--- config.mk ---
export PLATFORM = sky130hd
export DESIGN_NAME = fan_tach_rpm_lockout_switch_core
export DESIGN_NICKNAME = d
export VERILOG_FILES = /design/src/design/ftrls_pkg.sv /design/src/design/fan_tach_rpm_lockout_switch_core.sv /design/src/design/ftrls_tach_lane.sv /design/src/design/ftrls_switch_ctrl.sv
export SDC_FILE = /design/constraint.sdc
export NUM_CORES = 1
export LEC_CHECK = 0
export BUFFER_PORTS_ARGS = -buffer_cell sky130_fd_sc_hd__clkbuf_2
export CORE_ASPECT_RATIO = 1.4
export CORE_UTILIZATION = 25
export CTS_CLUSTER_SIZE = 14
export DETAILED_ROUTE_END_ITERATION = 12
export HOLD_SLACK_MARGIN = 0.1
export PLACE_DENSITY = 0.43
export SYNTH_ARGS = -nofsm -noshare
export SYNTH_HDL_FRONTEND = slang
export SYNTH_SLANG_ARGS = --single-unit
--- constraint.sdc ---
create_clock -name clk_i -period 4.95 [get_ports clk_i]
set_clock_uncertainty 0.15 [all_clocks]
set_input_delay 0.2475 -clock clk_i [delete_from_list [all_inputs] [get_ports clk_i]]
set_output_delay 0.2475 -clock clk_i [all_outputs]
set_load 0.01 [all_outputs]
--- src/design/ftrls_pkg.sv ---
// ----------------------------------------------------------------------------
// ftrls_pkg
// Types and constants shared by the fan tach RPM lockout switch modules.
// ----------------------------------------------------------------------------
`default_nettype none

package ftrls_pkg;

  localparam int unsigned FAN_COUNT_DEF     = 2;
  localparam int unsigned WINDOW_LENGTH_DEF = 50;

  localparam int unsigned CNT_W   = 16;
  localparam int unsigned RPM_W   = 16;
  localparam int unsigned TICK_W  = 32;
  localparam int unsigned PROD_W  = 23;

  localparam logic [6:0]        RPM_PER_COUNT     = 7'd120;
  localparam logic [RPM_W-1:0]  RPM_MAX           = 16'hFFFF;
  localparam logic [TICK_W-1:0] RESET_LOCKOUT_END = 32'd1200;

  typedef enum logic [1:0] {
    OP_SAMPLE  = 2'd0,
    OP_TICK    = 2'd1,
    OP_CONTROL = 2'd2
  } op_e;

  typedef enum logic [2:0] {
    ACT_NONE   = 3'd0,
    ACT_ON     = 3'd1,
    ACT_OFF    = 3'd2,
    ACT_IDLE   = 3'd3,
    ACT_LOCKED = 3'd4
  } act_e;

  typedef enum logic [1:0] {
    REG_ON_THR   = 2'd0,
    REG_OFF_THR  = 2'd1,
    REG_LOCK_LEN = 2'd2
  } reg_e;

  typedef struct packed {
    logic sample;
    logic window_end;
  } lane_ctl_t;

  typedef struct packed {
    logic tick;
    logic control;
  } sw_ctl_t;

  typedef struct packed {
    logic [RPM_W-1:0] on_thr;
    logic [RPM_W-1:0] off_thr;
    logic [RPM_W-1:0] lock_len;
  } cfg_t;

endpackage

`default_nettype wire

--- src/design/fan_tach_rpm_lockout_switch_core.sv ---
// ----------------------------------------------------------------------------
// fan_tach_rpm_lockout_switch_core
// Fan tachometer RPM counter with a lockout-protected output switch.
// ----------------------------------------------------------------------------
// Events arrive on the slave stream: tuser carries the event kind (pin
// sample, timer tick or control pass) and tdata the two tach pin levels.
// Each accepted transaction yields exactly one result transaction on the
// master stream, carrying the switch state, the lockout flag, both latched
// RPM values and the action taken, all as they stand after the event.
// Thresholds and the lockout length are written through the APB port; they
// should only be changed while no transaction is in flight.
// An accepted event waits in the input register and is processed as it
// leaves it, where all state is updated and the result register loaded;
// tvalid on the master side rises once the result register holds it.
// One transaction per cycle is sustained while the receiver takes
// results; the rate is set by the single state-update stage between
// the input and result registers.
// When the receiver stalls, the result register holds its transaction and
// one further event waits in the input register; tready then drops until
// the result is taken. Reset clears both stages, the edge counters and RPM
// values, and starts with a lockout in force until tick 1200.
// ----------------------------------------------------------------------------
`default_nettype none

module fan_tach_rpm_lockout_switch_core #(
  parameter int unsigned FAN_COUNT     = ftrls_pkg::FAN_COUNT_DEF,
  parameter int unsigned WINDOW_LENGTH = ftrls_pkg::WINDOW_LENGTH_DEF
) (
  input  wire logic        clk_i,
  input  wire logic        rst_ni,
  // APB configuration port
  input  wire logic        psel,
  input  wire logic        penable,
  input  wire logic        pwrite,
  input  wire logic [3:0]  paddr,
  input  wire logic [31:0] pwdata,
  output logic      [31:0] prdata,
  output logic             pready,
  // Event stream in
  input  wire logic        s_axis_tvalid,
  output logic             s_axis_tready,
  input  wire logic [7:0]  s_axis_tdata,  // [0] tach1_level, [1] tach2_level, rest zero
  input  wire logic [1:0]  s_axis_tuser,  // [1:0] op
  // Result stream out
  output logic             m_axis_tvalid,
  input  wire logic        m_axis_tready,
  // [0] output_state, [1] locked_out, [17:2] fan1_rpm, [33:18] fan2_rpm,
  // [36:34] action, rest zero
  output logic      [39:0] m_axis_tdata
);

  localparam int unsigned WIN_W = $clog2(WINDOW_LENGTH + 1);

  // Configuration registers.
  ftrls_pkg::cfg_t cfg_q;
  logic            cfg_wr;

  assign pready = 1'b1;
  assign cfg_wr = psel && penable && pwrite;

  always_ff @(posedge clk_i or negedge rst_ni) begin
    if (!rst_ni) begin
      cfg_q <= '0;
    end else if (cfg_wr) begin
      unique case (ftrls_pkg::reg_e'(paddr[3:2]))
        ftrls_pkg::REG_ON_THR:   cfg_q.on_thr   <= pwdata[15:0];
        ftrls_pkg::REG_OFF_THR:  cfg_q.off_thr  <= pwdata[15:0];
        ftrls_pkg::REG_LOCK_LEN: cfg_q.lock_len <= pwdata[15:0];
        default: ;
      endcase
    end
  end

  always_comb begin
    unique case (ftrls_pkg::reg_e'(paddr[3:2]))
      ftrls_pkg::REG_ON_THR:   prdata = {16'h0, cfg_q.on_thr};
      ftrls_pkg::REG_OFF_THR:  prdata = {16'h0, cfg_q.off_thr};
      ftrls_pkg::REG_LOCK_LEN: prdata = {16'h0, cfg_q.lock_len};
      default:                 prdata = '0;
    endcase
  end

  // Input register. It refills in the same cycle that its event moves on.
  logic       in_valid_q;
  logic [1:0] op_q;
  logic [1:0] level_q;
  logic       advance;
  logic       out_valid_q;

  assign advance       = in_valid_q && (!out_valid_q || m_axis_tready);
  assign s_axis_tready = !in_valid_q || advance;

  always_ff @(posedge clk_i or negedge rst_ni) begin
    if (!rst_ni) begin
      in_valid_q <= 1'b0;
    end else if (s_axis_tready) begin
      in_valid_q <= s_axis_tvalid;
    end
  end

  always_ff @(posedge clk_i) begin
    if (s_axis_tready && s_axis_tvalid) begin
      op_q    <= s_axis_tuser;
      level_q <= s_axis_tdata[1:0];
    end
  end

  // Event decode; state only moves when the event leaves the input register.
  logic is_sample, is_tick, is_control;

  always_comb begin
    is_sample  = 1'b0;
    is_tick    = 1'b0;
    is_control = 1'b0;
    case (ftrls_pkg::op_e'(op_q))
      ftrls_pkg::OP_SAMPLE:  is_sample  = advance;
      ftrls_pkg::OP_TICK:    is_tick    = advance;
      ftrls_pkg::OP_CONTROL: is_control = advance;
      default: ;
    endcase
  end

  // Measurement window: the RPM values are latched on every WINDOW_LENGTH-th tick.
  logic [WIN_W-1:0] window_q, window_d;
  logic             window_end;

  assign window_end = is_tick && (window_q >= WIN_W'(WINDOW_LENGTH - 1));

  always_comb begin
    window_d = window_q;
    if (window_end) begin
      window_d = '0;
    end else if (is_tick) begin
      window_d = window_q + 1'b1;
    end
  end

  always_ff @(posedge clk_i or negedge rst_ni) begin
    if (!rst_ni) begin
      window_q <= '0;
    end else begin
      window_q <= window_d;
    end
  end

  // One counting lane per fan; fans beyond the second see a low tach line.
  ftrls_pkg::lane_ctl_t        lane_ctl;
  logic [ftrls_pkg::RPM_W-1:0] rpm     [FAN_COUNT];
  logic [ftrls_pkg::RPM_W-1:0] rpm_next[FAN_COUNT];

  assign lane_ctl.sample     = is_sample;
  assign lane_ctl.window_end = window_end;

  for (genvar g = 0; g < FAN_COUNT; g++) begin : g_lane
    logic lane_level;
    if (g < 2) begin : g_pin
      assign lane_level = level_q[g];
    end else begin : g_tied
      assign lane_level = 1'b0;
    end
    ftrls_tach_lane u_lane (
      .clk_i      (clk_i),
      .rst_ni     (rst_ni),
      .ctl_i      (lane_ctl),
      .level_i    (lane_level),
      .rpm_o      (rpm[g]),
      .rpm_next_o (rpm_next[g])
    );
  end

  // Switch and lockout control.
  ftrls_pkg::sw_ctl_t sw_ctl;
  logic               switch_next;
  logic               locked_next;
  ftrls_pkg::act_e    action;

  assign sw_ctl.tick    = is_tick;
  assign sw_ctl.control = is_control;

  ftrls_switch_ctrl u_switch (
    .clk_i            (clk_i),
    .rst_ni           (rst_ni),
    .ctl_i            (sw_ctl),
    .cfg_i            (cfg_q),
    .rpm_i            (rpm[0]),
    .switch_on_next_o (switch_next),
    .locked_next_o    (locked_next),
    .action_o         (action)
  );

  // Result register.
  logic [ftrls_pkg::RPM_W-1:0] fan2_next;
  logic                        res_switch_q;
  logic                        res_locked_q;
  logic [ftrls_pkg::RPM_W-1:0] res_fan1_q;
  logic [ftrls_pkg::RPM_W-1:0] res_fan2_q;
  ftrls_pkg::act_e             res_action_q;

  if (FAN_COUNT > 1) begin : g_fan2
    assign fan2_next = rpm_next[1];
  end else begin : g_no_fan2
    assign fan2_next = '0;
  end

  always_ff @(posedge clk_i or negedge rst_ni) begin
    if (!rst_ni) begin
      out_valid_q <= 1'b0;
    end else if (advance) begin
      out_valid_q <= 1'b1;
    end else if (m_axis_tready) begin
      out_valid_q <= 1'b0;
    end
  end

  always_ff @(posedge clk_i) begin
    if (advance) begin
      res_switch_q <= switch_next;
      res_locked_q <= locked_next;
      res_fan1_q   <= rpm_next[0];
      res_fan2_q   <= fan2_next;
      res_action_q <= action;
    end
  end

  assign m_axis_tvalid = out_valid_q;
  assign m_axis_tdata  = {3'b000, res_action_q, res_fan2_q, res_fan1_q,
                          res_locked_q, res_switch_q};

endmodule

`default_nettype wire

--- src/design/ftrls_tach_lane.sv ---
// ----------------------------------------------------------------------------
// ftrls_tach_lane
// Rising-edge counter and RPM latch for one fan tach line.
// ----------------------------------------------------------------------------
`default_nettype none

module ftrls_tach_lane (
  input  wire logic                         clk_i,
  input  wire logic                         rst_ni,
  input  wire ftrls_pkg::lane_ctl_t         ctl_i,
  input  wire logic                         level_i,
  output logic [ftrls_pkg::RPM_W-1:0]       rpm_o,
  output logic [ftrls_pkg::RPM_W-1:0]       rpm_next_o
);

  logic                             prev_q, prev_d;
  logic [ftrls_pkg::CNT_W-1:0]      count_q, count_d;
  logic [ftrls_pkg::RPM_W-1:0]      rpm_q, rpm_d;
  logic [ftrls_pkg::PROD_W-1:0]     product;

  assign product = ftrls_pkg::PROD_W'(count_q) * ftrls_pkg::PROD_W'(ftrls_pkg::RPM_PER_COUNT);

  always_comb begin
    prev_d  = prev_q;
    count_d = count_q;
    rpm_d   = rpm_q;
    if (ctl_i.sample) begin
      if (!prev_q && level_i) begin
        count_d = count_q + 1'b1;
      end
      prev_d = level_i;
    end
    if (ctl_i.window_end) begin
      // Saturate when the product does not fit the RPM field.
      rpm_d   = (product[ftrls_pkg::PROD_W-1:ftrls_pkg::RPM_W] != '0) ?
                ftrls_pkg::RPM_MAX : product[ftrls_pkg::RPM_W-1:0];
      count_d = '0;
    end
  end

  always_ff @(posedge clk_i or negedge rst_ni) begin
    if (!rst_ni) begin
      prev_q  <= 1'b0;
      count_q <= '0;
      rpm_q   <= '0;
    end else begin
      prev_q  <= prev_d;
      count_q <= count_d;
      rpm_q   <= rpm_d;
    end
  end

  assign rpm_o      = rpm_q;
  assign rpm_next_o = rpm_d;

endmodule

`default_nettype wire

--- src/design/ftrls_switch_ctrl.sv ---
// ----------------------------------------------------------------------------
// ftrls_switch_ctrl
// Tick counter, lockout timer and hysteresis switch driven by fan 1 RPM.
// ----------------------------------------------------------------------------
`default_nettype none

module ftrls_switch_ctrl (
  input  wire logic                         clk_i,
  input  wire logic                         rst_ni,
  input  wire ftrls_pkg::sw_ctl_t           ctl_i,
  input  wire ftrls_pkg::cfg_t              cfg_i,
  input  wire logic [ftrls_pkg::RPM_W-1:0]  rpm_i,
  output logic                              switch_on_next_o,
  output logic                              locked_next_o,
  output ftrls_pkg::act_e                   action_o
);

  logic [ftrls_pkg::TICK_W-1:0] tick_q, tick_d;
  logic [ftrls_pkg::TICK_W-1:0] lock_end_q, lock_end_d;
  logic                         locked_q, locked_d;
  logic                         switch_q, switch_d;
  logic [ftrls_pkg::TICK_W-1:0] remaining;

  assign remaining = lock_end_q - tick_q;

  always_comb begin
    tick_d     = tick_q;
    lock_end_d = lock_end_q;
    locked_d   = locked_q;
    switch_d   = switch_q;
    action_o   = ftrls_pkg::ACT_NONE;
    if (ctl_i.tick) begin
      tick_d = tick_q + 1'b1;
    end
    if (ctl_i.control) begin
      if (!locked_q) begin
        if (!switch_q && (rpm_i > cfg_i.on_thr)) begin
          switch_d   = 1'b1;
          locked_d   = 1'b1;
          lock_end_d = tick_q + ftrls_pkg::TICK_W'(cfg_i.lock_len);
          action_o   = ftrls_pkg::ACT_ON;
        end else if (switch_q && (rpm_i < cfg_i.off_thr)) begin
          switch_d   = 1'b0;
          locked_d   = 1'b1;
          lock_end_d = tick_q + ftrls_pkg::TICK_W'(cfg_i.lock_len);
          action_o   = ftrls_pkg::ACT_OFF;
        end else begin
          action_o = ftrls_pkg::ACT_IDLE;
        end
      end else begin
        // The lockout is over once the end tick is reached or passed.
        if ((remaining == '0) || remaining[ftrls_pkg::TICK_W-1]) begin
          locked_d = 1'b0;
        end
        action_o = ftrls_pkg::ACT_LOCKED;
      end
    end
  end

  always_ff @(posedge clk_i or negedge rst_ni) begin
    if (!rst_ni) begin
      tick_q     <= '0;
      lock_end_q <= ftrls_pkg::RESET_LOCKOUT_END;
      locked_q   <= 1'b1;
      switch_q   <= 1'b0;
    end else begin
      tick_q     <= tick_d;
      lock_end_q <= lock_end_d;
      locked_q   <= locked_d;
      switch_q   <= switch_d;
    end
  end

  assign switch_on_next_o = switch_d;
  assign locked_next_o    = locked_d;

endmodule

`default_nettype wire

==> results.cfg <==
[floorplanning]
io_pins = 128
initial_core_util = 0.252
die_x_um = 221
rows = 112
dieArea_sq_um = 68100
core_sq_um = 66600
dieHeight_um = 308

[synthesis]
yosysTopAreaCell = dfrtp_1
synth_top_area_frac = 0.273
ys_ff_latch = 229
synth_warnings = 0
synth_most_common_cell = dfrtp_1
async_flop_share = 0.821
ys.flop_type = dfrtp_1
syn-cell-area_sq_um = 16800
ys_seq_area_frac = 0.354
synth.avg_cell_area_sq_um = 9.65
synthTopCellsByArea = dfrtp_1, ha_1, edfxtp_1
synth.distinct_cells = 87
synth_edf_count = 41
yosys-top-cells-count = dfrtp_1, inv_1, ha_1
syn_inst = 1738

[cells_and_area]
num-fill-cells = 6949
layout.nets = 2109
fin_cells = 2718
diodes = 0
layout-drive-gt1-share = 0.133
final_util = 0.293
syn_to_final_growth_pct = 16.1
final_cell_area_sq_um = 19500

[timing]
relSlewSlack = 0.293
hold_viol_final = 0
rsz0062_at_grt = false
final.period_utilization = 0.955
finalSetupTns_ps = 0
layout_setup_ws_ps = 225
period_minus_slack_ps = 4730
hold_ws_ps = 253
worst_pin_slew_ps = 1060
clock.fmax_mhz = 212
slew_viol_final = 0
setup_viol = 0

[outcome]
violations = design-rule violations
outcome = complete, but fails checks

[clock_tree]
clk_pin_slew_worst_paths_ps = 60
clock_latency_ps = 560
clock_sinks = 229
h-tree-depth = 1
root_buffer = clkbuf_16
numCtsBuffers = 27
cts_tree = yes
clk_path_buf_depth = 3
postCtsSetupBuffers = 0

[power_and_ir_drop]
power.total_mw = 7.43
ir_worst_vdd_mv = 0.539
power_leakage_nw = 8.68
p_per_area_nw_per_um2 = 382

[place]
dpl.hpwl_mm = 35.2
portBuffers = 83
routabilityCongestion = 0.870
placed_cell_area_sq_um = 18200
dp.cells = 2640
place_ws_ps = 188

[global_route]
gr-total-overflow = 0
grt_pass1_vias = 13300
grt_use_total = 0.133
antenna_found_initial = 2
grt_pass1_wl_mm = 72.5
grt_max_degree = 153

[run]
maxCapViolCount = 0

[worst_setup_path]
cp_max_fo = 16
cp-start-kind = flop
endpoint_kind = flop
crit_arrival_ps = 4860
required_ps = 5090
crit_type = flop to flop
rr_worst_depth = 15

[route]
via_count = 12700
dr.pass1.iters = 10
wl_per_cell_um = 16.7
drtIter0Drc = 580
drt_wl_total_mm = 45.3
routed_via_density = 4.66
postRouteAntennaNets = 0
drc = 1

[worst_hold_path]
holdCritPathClass = primary input to flop
hold-path-cell-count = 2
==> cell usage in the layout (no fill, tap or decap), types with 8 or more instances in the layout <==
cell type      synthesis  layout
clkbuf_16              0      27
o21ai_0               90      90
nand3_1               40      40
o211ai_1              14      14
a211oi_1              10      10
buf_4                 22      20
clkbuf_2               0      82
mux2_2                49      49
nand2b_1              17      17
nor2_1               139     139
ha_1                 154     154
edfxtp_1              41      41
a31oi_1                8       8
and3_1                21      21
conb_1                 2      20
a21oi_1              105     104
nor4_1                 9       9
nand2_1              109     109
a21o_1                19      19
mux2i_1               24      24
bufinv_16              0       8
inv_1                182     179
nor2b_1               22      22
dlygate4sd3_1          0      27
nand4_1               33      33
o21a_1                18      18
nor3_1                30      28
xnor2_1               98      98
o31ai_1                9       9
dfrtp_1              183     183
xor2_1                26      26
fa_1                  60      60
==> flip-flops by register name, summed over array words and instances, names as in the netlist, 2 cells and up <==
name and flops:
res_action_q 3, res_fan1_q 16, window_q 6, g_lane.u_lane.rpm_o 32
res_fan2_q 16, op_q 2, u_switch.lock_end_q 32, cfg_q 48
g_lane.u_lane.count_q 32, level_q 2, g_lane.u_lane.prev_q 2, u_switch.tick_q 32
==> kinds of logic (layout without fill, tap and decap cells) <==
logic type / count (synthesis) / count (layout) / share of synthesized area
AND/OR/NAND/NOR: 475 / 475 / 0.141
AO/OA/AOI/OAI: 363 / 363 / 0.142
buffers and inverters: 258 / 365 / 0.0636
flip-flops: 229 / 229 / 0.354
adder cells (fa/ha/maj): 214 / 214 / 0.187
XOR/XNOR: 124 / 124 / 0.0648
multiplexers: 73 / 73 / 0.0472
other: 2 / 20 / 0.000448
==> report_power, final <==
part	switching (mW)	internal, mW	leakage (nW)
registers	0.176	2.10	2.73
logic	1.63	1.23	5.46
clock network	0.852	1.43	0.488
==> path summary, 6_finish.rpt <==
check	start	end	slack, ps
max	g_lane[1].u_lane.count_q[2]$_DFFE_PN0P_	res_fan2_q[14]$_DFFE_PP_	220
min	s_axis_tdata[0]	level_q[0]$_DFFE_PP_	250
max reg2reg	g_lane[1].u_lane.count_q[2]$_DFFE_PN0P_	res_fan2_q[14]$_DFFE_PP_	220
min reg2reg	u_switch.tick_q[30]$_DFFE_PN0P_	u_switch.tick_q[30]$_DFFE_PN0P_	330
max in group asynchronous	rst_ni	u_switch.lock_end_q[17]$_DFFE_PN0P_	3170
min in group asynchronous	rst_ni	g_lane[1].u_lane.rpm_o[3]$_DFF_PN0_	610
==> cell type report <==
type | instances | area, sq um | share of cell area
clock buffers | 32 | 704 | 0.0362
flip-flops and latches | 229 | 5940 | 0.305
inverters | 182 | 683 | 0.0351
well taps | 855 | 1070 | 0.0549
repair buffers | 133 | 905 | 0.0465
multi-input cells | 1269 | 9870 | 0.507
clock inverters | 18 | 302 | 0.0155
==> per-layer routing <==
| layer | part of all wire | track usage | routed length [um] |
|---|---|---|---|
| met5 | 0 | 0 | 0 |
| met4 | 0.029 | 0.0452 | 1310 |
| met3 | 0.022 | 0.0115 | 1020 |
| met2 | 0.54 | 0.258 | 24400 |
| met1 | 0.41 | 0.151 | 18600 |
==> timing repair <==
action	4_1_cts	5_1_grt
hold buffers	28	0
hold endpoints to repair	149	0
resized for setup	0	4
endpoints found under the setup margin	0	16
==> critical path: stages, from the launching register on <==
cell and delay [ps]:
dfrtp_1 430, inv_1 190, fa_1 470, fa_1 520, inv_1 40, ha_1 350, a211o_1 370, a2111oi_4 350
o21ai_1 140, a2111o_1 400, nand2_1 120, o31a_1 170, o211ai_2 100, nor4_4 320, buf_12 210, a21oi_1 110
(Power assumes the default switching activity.)
